**config.mk**
```make
export PLATFORM = sky130hd
export DESIGN_NAME = bounded_best_first_open_list
export DESIGN_NICKNAME = d
export VERILOG_FILES = /design/src/rtl/bbfol_pkg.sv /design/src/rtl/bbfol_ctrl.sv /design/src/rtl/bbfol_dp.sv /design/src/rtl/bounded_best_first_open_list.sv
export SDC_FILE = /design/constraint.sdc
export NUM_CORES = 2
export LEC_CHECK = 0
export BUFFER_PORTS_ARGS = -buffer_cell sky130_fd_sc_hd__buf_2
export CAP_MARGIN = 20
export CORE_ASPECT_RATIO = 0.8
export CORE_MARGIN = 1.5
export CORE_UTILIZATION = 60
export CTS_BUF_LIST = sky130_fd_sc_hd__clkbuf_8
export CTS_CLUSTER_SIZE = 24
export DETAILED_ROUTE_END_ITERATION = 6
export GPL_TIMING_DRIVEN = 1
export PLACE_DENSITY_LB_ADDON = 0.3
export SLEW_MARGIN = 0
export SYNTH_ARGS = -nofsm -noshare
export SYNTH_HDL_FRONTEND = slang
export SYNTH_SLANG_ARGS = --single-unit
```
**constraint.sdc**
```tcl
create_clock -name clk -period 10.8 [get_ports clk]
set_input_delay 1.08 -clock clk [delete_from_list [all_inputs] [get_ports clk]]
set_output_delay 1.08 -clock clk [all_outputs]
set_load 0.01 [all_outputs]
```
**src/rtl/bbfol_pkg.sv**
```systemverilog
// Shared types and constants for the bounded best-first open list.
package bbfol_pkg;

  localparam int SLOTS    = 16;
  localparam int FEATURES = 64;

  localparam int SUBSET_W = 64;
  localparam int COST_W   = 32;
  localparam int OCC_W    = 5;

  localparam int IDX_W = (SLOTS > 1) ? $clog2(SLOTS) : 1;
  localparam int CNT_RAW_W = $clog2(SLOTS + 1);
  localparam int CNT_W = (CNT_RAW_W > OCC_W) ? CNT_RAW_W : OCC_W;

  localparam logic [COST_W-1:0] EMPTY_KEY = '1;
  localparam logic [COST_W-1:0] MAX_KEY   = EMPTY_KEY - COST_W'(1);

  localparam logic [SUBSET_W-1:0] FEAT_MASK =
    (FEATURES >= SUBSET_W) ? '1 : ((SUBSET_W'(1) << FEATURES) - SUBSET_W'(1));

  localparam logic ACT_INSERT = 1'b0;
  localparam logic ACT_POP    = 1'b1;

  typedef struct packed {
    logic                action;
    logic [SUBSET_W-1:0] subset_in;
    logic [COST_W-1:0]   cost_in;
  } req_t;

  typedef struct packed {
    logic [SUBSET_W-1:0] subset_out;
    logic [COST_W-1:0]   cost_out;
    logic                was_empty;
    logic [OCC_W-1:0]    occupancy;
  } rsp_t;

  typedef struct packed {
    logic load;
    logic read;
    logic commit;
  } cmd_t;

  typedef struct packed {
    logic scan_last;
  } status_t;

endpackage

```
**src/rtl/bbfol_ctrl.sv**
```systemverilog
// Sequencer for the open list: accept, slot scan, drain, commit.
module bbfol_ctrl (
  input  logic              clk,
  input  logic              rst,
  input  logic              start,
  input  bbfol_pkg::status_t status,
  output bbfol_pkg::cmd_t   cmd,
  output logic              busy,
  output logic              done
);

  typedef enum logic [1:0] {
    S_IDLE,
    S_READ,
    S_DRAIN,
    S_COMMIT
  } state_t;

  state_t state;

  always_comb begin
    cmd.load   = (state == S_IDLE) && start;
    cmd.read   = (state == S_READ);
    cmd.commit = (state == S_COMMIT);
  end

  always_ff @(posedge clk) begin
    if (rst) begin
      state <= S_IDLE;
      busy  <= 1'b0;
      done  <= 1'b0;
    end else begin
      done <= 1'b0;
      case (state)
        S_IDLE: begin
          if (start) begin
            state <= S_READ;
            busy  <= 1'b1;
          end
        end
        S_READ: begin
          if (status.scan_last) state <= S_DRAIN;
        end
        S_DRAIN: begin
          state <= S_COMMIT;
        end
        S_COMMIT: begin
          state <= S_IDLE;
          busy  <= 1'b0;
          done  <= 1'b1;
        end
        default: begin
          state <= S_IDLE;
          busy  <= 1'b0;
        end
      endcase
    end
  end

endmodule

```
**src/rtl/bbfol_dp.sv**
```systemverilog
// Datapath: slot memories, scan compare, count and result register.
module bbfol_dp (
  input  logic               clk,
  input  logic               rst,
  input  bbfol_pkg::req_t    req,
  input  bbfol_pkg::cmd_t    cmd,
  output bbfol_pkg::status_t status,
  output bbfol_pkg::rsp_t    rsp
);

  logic [bbfol_pkg::COST_W-1:0]   cost_mem   [bbfol_pkg::SLOTS];
  logic [bbfol_pkg::SUBSET_W-1:0] subset_mem [bbfol_pkg::SLOTS];
  logic [bbfol_pkg::SLOTS-1:0]    valid;

  bbfol_pkg::req_t req_q;
  logic [bbfol_pkg::IDX_W-1:0]    rd_idx;
  logic [bbfol_pkg::CNT_W-1:0]    count;
  logic [bbfol_pkg::CNT_W-1:0]    count_next;

  // read stage
  logic                           data_vld;
  logic [bbfol_pkg::IDX_W-1:0]    data_idx;
  logic [bbfol_pkg::COST_W-1:0]   data_cost;
  logic [bbfol_pkg::SUBSET_W-1:0] data_subset;
  logic                           data_live;
  logic [bbfol_pkg::COST_W-1:0]   eff_cost;

  // running best
  logic [bbfol_pkg::IDX_W-1:0]    best_idx;
  logic [bbfol_pkg::COST_W-1:0]   best_cost;
  logic [bbfol_pkg::SUBSET_W-1:0] pick_subset;
  logic                           take;

  logic                           is_pop;
  logic                           list_empty;
  logic [bbfol_pkg::COST_W-1:0]   ins_cost;

  assign status.scan_last = (rd_idx == bbfol_pkg::IDX_W'(bbfol_pkg::SLOTS - 1));

  assign is_pop     = (req_q.action == bbfol_pkg::ACT_POP);
  assign list_empty = (count == '0);
  assign ins_cost   = (req_q.cost_in == bbfol_pkg::EMPTY_KEY) ? bbfol_pkg::MAX_KEY
                                                              : req_q.cost_in;

  // an empty slot reads as the reserved key
  assign eff_cost = data_live ? data_cost : bbfol_pkg::EMPTY_KEY;

  // strict compare keeps the lowest index on ties
  always_comb begin
    if (data_idx == '0) begin
      take = 1'b1;
    end else if (is_pop) begin
      take = (eff_cost < best_cost);
    end else begin
      take = (eff_cost > best_cost);
    end
  end

  always_comb begin
    count_next = count;
    if (is_pop) begin
      if (!list_empty) count_next = count - bbfol_pkg::CNT_W'(1);
    end else if (count < bbfol_pkg::CNT_W'(bbfol_pkg::SLOTS)) begin
      count_next = count + bbfol_pkg::CNT_W'(1);
    end
  end

  // memories: one read port for the scan, one write port at commit
  always_ff @(posedge clk) begin
    if (cmd.read) begin
      data_cost   <= cost_mem[rd_idx];
      data_subset <= subset_mem[rd_idx];
    end
    if (cmd.commit && !is_pop) begin
      cost_mem[best_idx]   <= ins_cost;
      subset_mem[best_idx] <= req_q.subset_in & bbfol_pkg::FEAT_MASK;
    end
  end

  always_ff @(posedge clk) begin
    if (cmd.load) begin
      req_q  <= req;
      rd_idx <= '0;
    end else if (cmd.read) begin
      rd_idx <= rd_idx + bbfol_pkg::IDX_W'(1);
    end
    if (cmd.read) begin
      data_idx  <= rd_idx;
      data_live <= valid[rd_idx];
    end
    if (data_vld && take) begin
      best_idx    <= data_idx;
      best_cost   <= eff_cost;
      pick_subset <= data_subset;
    end
    if (cmd.commit) begin
      if (!is_pop) begin
        rsp.subset_out <= '0;
        rsp.cost_out   <= bbfol_pkg::EMPTY_KEY;
        rsp.was_empty  <= 1'b0;
      end else if (list_empty) begin
        rsp.subset_out <= '0;
        rsp.cost_out   <= bbfol_pkg::EMPTY_KEY;
        rsp.was_empty  <= 1'b1;
      end else begin
        rsp.subset_out <= pick_subset;
        rsp.cost_out   <= best_cost;
        rsp.was_empty  <= 1'b0;
      end
      rsp.occupancy <= count_next[bbfol_pkg::OCC_W-1:0];
    end
  end

  always_ff @(posedge clk) begin
    if (rst) begin
      valid    <= '0;
      count    <= '0;
      data_vld <= 1'b0;
    end else begin
      data_vld <= cmd.read;
      if (cmd.commit) begin
        count <= count_next;
        if (!is_pop) begin
          valid[best_idx] <= 1'b1;
        end else if (!list_empty) begin
          valid[best_idx] <= 1'b0;
        end
      end
    end
  end

endmodule

```
**src/rtl/bounded_best_first_open_list.sv**
```systemverilog
// Top level of the bounded best-first open list.
//
//  channel   ports               transfer when
//  request   start, busy, req    start high while busy low
//  result    done, rsp           done high (one cycle, no back-pressure)
//
// Every item goes from accept to the done strobe in order: a scan of all slots
// through the single read port of the slot memories, a drain state to finish the
// last compare, and a commit state to write back.
// busy falls with the done strobe, so the next item can start in that cycle.
// Reset (rst, synchronous) clears the slot valid bits and the count; no
// clearing pass is needed. The result side never stalls.
module bounded_best_first_open_list (
  input  logic            clk,
  input  logic            rst,
  input  logic            start,
  input  bbfol_pkg::req_t req,
  output logic            busy,
  output logic            done,
  output bbfol_pkg::rsp_t rsp
);

  bbfol_pkg::cmd_t    cmd;
  bbfol_pkg::status_t status;

  bbfol_ctrl u_ctrl (
    .clk    (clk),
    .rst    (rst),
    .start  (start),
    .status (status),
    .cmd    (cmd),
    .busy   (busy),
    .done   (done)
  );

  bbfol_dp u_dp (
    .clk    (clk),
    .rst    (rst),
    .req    (req),
    .cmd    (cmd),
    .status (status),
    .rsp    (rsp)
  );

endmodule

```
# Word level (Yosys, flattened, before mapping)
# Memory sizes are Yosys's and may differ from the RTL's. A register that Yosys moved wholly into a read port is not among the register bits.
# Index checks and enable logic that the tools add are counted.
[totals]
ram_bits = 1536
out_inout_bits = 104
ff_bits = 334
word_cells = 77
mem_count = 2
[op_classes]
add_sub_neg = 3
n_bitwise = 4
mux = 22
eq_ne = 8
n_lt_le_gt_ge = 6
reduce_logical = 13
[memory_table]
columns = ["memory", "depth", "word_bits", "rd", "rd_clocked_by_memory_dff", "write_ports", "line_no", "source"]
rows = [
  ["u_dp.subset_mem", 16, 64, 1, 1, 1, "bbfol_dp.sv:12", "logic [bbfol_pkg::SUBSET_W-1:0] subset_mem [bbfol_pkg::SLOTS];"],
  ["u_dp.cost_mem", 16, 32, 1, 1, 1, "bbfol_dp.sv:11", "logic [bbfol_pkg::COST_W-1:0] cost_mem [bbfol_pkg::SLOTS];"],
]
[ops]
columns = ["op", "count"]
rows = [
  ["$mux W32", 2],
  ["$eq A32 B32 Y1 const B", 1],
  ["$gt A32 B32 Y1", 1],
  ["$lt A32 B32 Y1", 1],
  ["$mux W16", 2],
  ["$and A16 B16 Y16", 1],
  ["$not A16 Y16", 1],
  ["$or A16 B16 Y16", 1],
  ["$mux W5", 3],
  ["$lt A4 B5 Y1 const B", 2],
  ["$mux W1", 9],
  ["$pmux W2 S4", 1],
  ["$ne A2 B2 Y1 const B", 3],
  ["$reduce_and A2 Y1", 3],
  ["$add A5 B1 Y5 const B", 1],
  ["$logic_not A5 Y1", 1],
  ["$lt A5 B5 Y1 const B", 1],
  ["$sub A5 B1 Y5 const B", 1],
  ["$add A4 B1 Y4 const B", 1],
  ["$bmux W1 S4", 1],
  ["$demux W1 S4", 1],
  ["$eq A2 B2 Y1 const B", 2],
  ["$eq A4 B4 Y1 const B", 1],
  ["$ge A4 B1 Y1 const B", 1],
  ["other kinds (10)", 14],
]

# Longest topological paths before layout
[logic_depth]
ltp_word = 8
depth_mapped = 9
mapped_depth_nobuf = 8

# By module
# Synthesis repeated with hierarchy kept, for this count alone.
[hier_totals]
cells_unflattened = 3027
area_unflattened_um2 = 72927.4
[by_module_without_submodules]
columns = ["mod", "cells_each", "area_each_um2", "instances"]
rows = [
  ["bbfol_dp", 3002, 72688.5, 1],
  ["bbfol_ctrl", 25, 239.0, 1],
]

# Least setup slack after synthesis
# OpenSTA, ideal clock, no wires.
[synth_path]
path_kind = "reg-to-reg"
startpoint = "register u_ctrl.state[0]"
endpoint = "memory u_dp.cost_mem[15][0] (netlist bit), enable pin"
t_required_ns = 10.247
path_stages_with_launch = 6
arrival_ns = 7.562
setup_time_ns = 0.553
n_path_buf = 1
period_less_slack_ns = 8.114
setup_slack_ns = 2.686
path_cell_list = "dfxtp_1 ha_1 clkbuf_1 nor2b_1 nand3_1 nor2_1"
[synth_lines]
columns = ["element", "line_no", "source"]
rows = [
  ["start: declaration", "bbfol_ctrl.sv:19", "state_t state;"],
  ["start signal: assignment", "bbfol_ctrl.sv:29", "state <= S_IDLE;"],
  ["start signal: assignment", "bbfol_ctrl.sv:37", "state <= S_READ;"],
  ["start signal: assignment", "bbfol_ctrl.sv:42", "if (status.scan_last) state <= S_DRAIN;"],
  ["end: declaration", "bbfol_dp.sv:11", ""],
]

# Worst setup path in the final report
[layout_path]
startpoint = "register u_dp.data_live"
endpoint = "register u_dp.pick_subset[61] (netlist bit), enable pin"
[layout_via]
elab_chain_len = 5
[layout_lines]
columns = ["element", "line_no", "source"]
rows = [
  ["start: declaration", "bbfol_dp.sv:25", "logic data_live;"],
  ["start signal: assignment", "bbfol_dp.sv:89", "data_live <= valid[rd_idx];"],
  ["$mux W32 *", "bbfol_dp.sv:46", "assign eff_cost = data_live ? data_cost : bbfol_pkg::EMPTY_KEY;"],
  ["net u_dp.eff_cost, one bit", "bbfol_dp.sv:26", "logic [bbfol_pkg::COST_W-1:0] eff_cost;"],
  ["$gt A32 B32 Y1 / $lt A32 B32 Y1 (equally long branches)", "bbfol_dp.sv:55, bbfol_dp.sv:53", ""],
  ["$mux W1 *", "bbfol_dp.sv:52", "end else if (is_pop) begin"],
  ["$mux W1 *", "bbfol_dp.sv:50", "if (data_idx == '0) begin"],
  ["$logic_and A1 B1 Y1 *", "bbfol_dp.sv:91", "if (data_vld && take) begin"],
  ["end signal: assignment", "bbfol_dp.sv:94", "pick_subset <= data_subset;"],
  ["end: declaration", "bbfol_dp.sv:31", "logic [bbfol_pkg::SUBSET_W-1:0] pick_subset;"],
]
# Mark *: on every way through the listed nets, which the timed path passes. The rest lies on a longest branch.
# A chain may end at the register's enable or synchronous reset.

==> qor.txt <==
DRT Wirelength: 155,000 microns
Number of flops mapped to enable cells by yosys: 1,936
Worst vdd ir: 0.199 mV
Final Hold Viols: 0
Status: finished, final reports clean
Slew HR: 0.212
Hold path startpoint: req[82]
Hold Path Class: input pin to flip-flop
Clock-pin slew on the worst setup and hold paths: 0.06 ns
Commonest cells post-synth: edfxtp_1, mux4_2, clkbuf_1, and2_1, nand2_1
Die Span X: 393 microns
Crit Path Class: flip-flop to flip-flop
CP endpoint kind: flip-flop
Clock tree buffer depth: 4
Total negative slack: 0 ns
Row count: 114
TritonCTS buffer count: 304
Worst skew pair latency: 0.99 ns
Detail Route Antenna Nets: 0
Clock Skews: 0.0610 ns
Fin crit period: 4.64 ns
Syn_nets: 3,169
Critical Path RT: 11.38 ns
Syn Inst Count: 3,030
Ys async rst share: 0
Synth unique cells: 44
Avg Inst Size Synth: 24.1 sq um
CTS tree: built
Core area: 0.121 sq mm
Initial Util: 0.604
Clock Tree Root: clkbuf_8
CTS H-tree lvls: 5
Port bufs: 203
Seq cells post-synth: 1,966
DRC errors left: 0
Ys Warns: 0
Max-cap violations: 0
Vias per Instance: 6.31
Most area-consuming cells after synthesis: edfxtp_1, mux4_2, dfxtp_1
Layout area overhead: 11.2%
Drt wl/cell: 29.5 microns
Period utilization: 0.430
Post-DP HPWL: 78,000 microns
DRT iter0 DRCs: 4,150
Die area: 0.124 sq mm
Dominant cell by count in the synthesized netlist: edfxtp_1
I/O pins: 204
Max-slew violations: 0
CTS Sinks: 1,966
Tot GR Track Use: 0.256
Critical-path maximum fanout: 50
Min Hold Slack: 0.268 ns
Via count: 33,191
CP Launch Type: flip-flop
Pwr dens: 219 mW/mm^2
Measured slew at the worst slew-check pin: 1.18 ns
Drt pass-1 iters: 5
Highest clock rate: 0.215 GHz
Largest net degree at the start of global routing: 186
Reg-to-Reg Start: u_dp.data_live
Gr ovfl total: 0
Area leader, netlist: edfxtp_1
Yosys top cell area share: 0.797
GP Congestion: 0.798
Unrepaired setup endpoints after global routing: no
Post-cts sizing count: 0
Vias in the first global route: 34,398
Mapped cell area: 0.0729 sq mm
Post-synthesis sequential area ratio: 0.806
Share of cells above drive strength 1: 0.308
Setup crit start: u_dp.data_live
Leak: 25.5 nW
Ys flop type: edfxtp_1
Setup bufs post-CTS: 0
Arrival time worst endpoint: 5.22 ns
Initial antenna violation count: 10
Die Height: 315 microns
First-pass GRT wire length: 226,000 microns
Hold-fix buffers, CTS: 0
Setup Viol. Count Final: 0
Nets: 3,570
layer usage:
| layer | vias to the layer above | part of all wire | global-route usage |
|---|---|---|---|
| met1 | 17475 | 0.39 | 0.373 |
| li1 | 13549 | - | - |
| met4 | 2 | 0.019 | 0.0756 |
| met2 | 1893 | 0.49 | 0.404 |
| met3 | 272 | 0.095 | 0.0500 |
| met5 | - | 0.000097 | 0 |
stage by stage:
stage / setup WS [ns] / instance area [sq um] / cells / util / total power (W)
detailed placement: 6.04 / 75800 / 4746 / 0.628 / 0.0125
global route: 5.80 / 81100 / 5257 / 0.672 / 0.0184
floorplan: 2.69 / 72900 / 3030 / - / 0.0117
global placement: 6.18 / 75700 / 4744 / 0.628 / 0.0124
finish: 6.16 / 81100 / 5257 / 0.672 / 0.0178
CTS: 6.05 / 81000 / 5251 / 0.671 / 0.0179
registers in the layout, indices dropped and copies added, names as in the netlist, named ones only:
name / count
u_ctrl.busy: 1
u_ctrl.done: 1
u_ctrl.state: 2
u_dp.best_cost: 32
u_dp.best_idx: 4
u_dp.cost_mem: 512
u_dp.count: 5
u_dp.data_cost: 32
u_dp.data_idx: 4
u_dp.data_live: 1
u_dp.data_subset: 64
u_dp.data_vld: 1
u_dp.is_pop: 1
u_dp.pick_subset: 64
u_dp.rd_idx: 4
u_dp.req_q: 96
u_dp.rsp: 102
u_dp.subset_mem: 1024
cell type report:
class | count | area (sq um)
clock inverter | 192 | 861
clock buffer | 313 | 4310
inverter | 50 | 223
sequential | 1966 | 58800
multi-input combinational | 850 | 13300
fill | 7260 | 39600
timing repair buffer | 259 | 1590
antenna | 3 | 7.51
tap | 1624 | 2030
cells in the final DEF (no fill, tap or decap), types with 3 or more instances in the layout:
cell        synthesis  routed
o21ai_1            16      16
clkinvlp_4          0       4
a21oi_1            34      34
nor2_1             33      31
clkinv_2            0      21
nand2b_1           35      35
bufinv_16           0       3
xor2_1              4       4
nand2_1            57      57
mux2i_1             5       5
mux4_2            485     485
clkbuf_8            0     313
inv_4               0      14
ha_1               39      37
nor2b_1            12      11
clkinv_1            0      78
nand3_1             8       8
buf_2              39     203
diode_2             0       3
inv_6               0       4
and2_1             65      64
inv_1              50     118
buf_16              0       4
o21ai_0             3       3
nor3_1              4       4
xnor2_1             4       4
nand4_1            15      15
a211oi_1            4       4
buf_12              0       6
dfxtp_4             0       4
dfxtp_1            30      26
edfxtp_1         1936    1936
buf_4               2      46
nor4_1              5       5
worst paths after layout:
kind / endpoint / slack (ns) / cells past startpoint
setup / recovery: u_dp.pick_subset[61] / 6.16 / 11
hold reg to reg: u_dp.pick_subset[32] / 0.41 / 0
setup reg to reg: u_dp.pick_subset[61] / 6.16 / 11
hold / removal: u_dp.req_q[82] / 0.27 / 1
logic make-up after synthesis:
group,Yosys count,share of synthesized area
AOI/OAI and AO/OA,72,0.00568
and+or+nand+nor,240,0.0175
xor gates and xnor gates,8,0.000961
muxes,491,0.151
adders and majority gates,39,0.00669
buffers and inverters,214,0.0130
DFF,1966,0.806
critical path: stages (launching register included):
cell	delay, ns
edfxtp_1	0.32
buf_4	0.31
nand2b_1	0.14
ha_1	0.32
nand4_1	0.17
nor4_1	0.49
a21boi_1	0.22
o41ai_1	0.10
a31oi_1	0.19
o31a_2	0.52
buf_4	0.52
buf_4	0.88
report_power, final:
group          switching, W  internal [W]
clock network       0.00267       0.00274
logic               0.00135       0.00135
registers          0.000454       0.00920
total               0.00448        0.0133
Note: power is estimated with default switching activity, not from simulation.
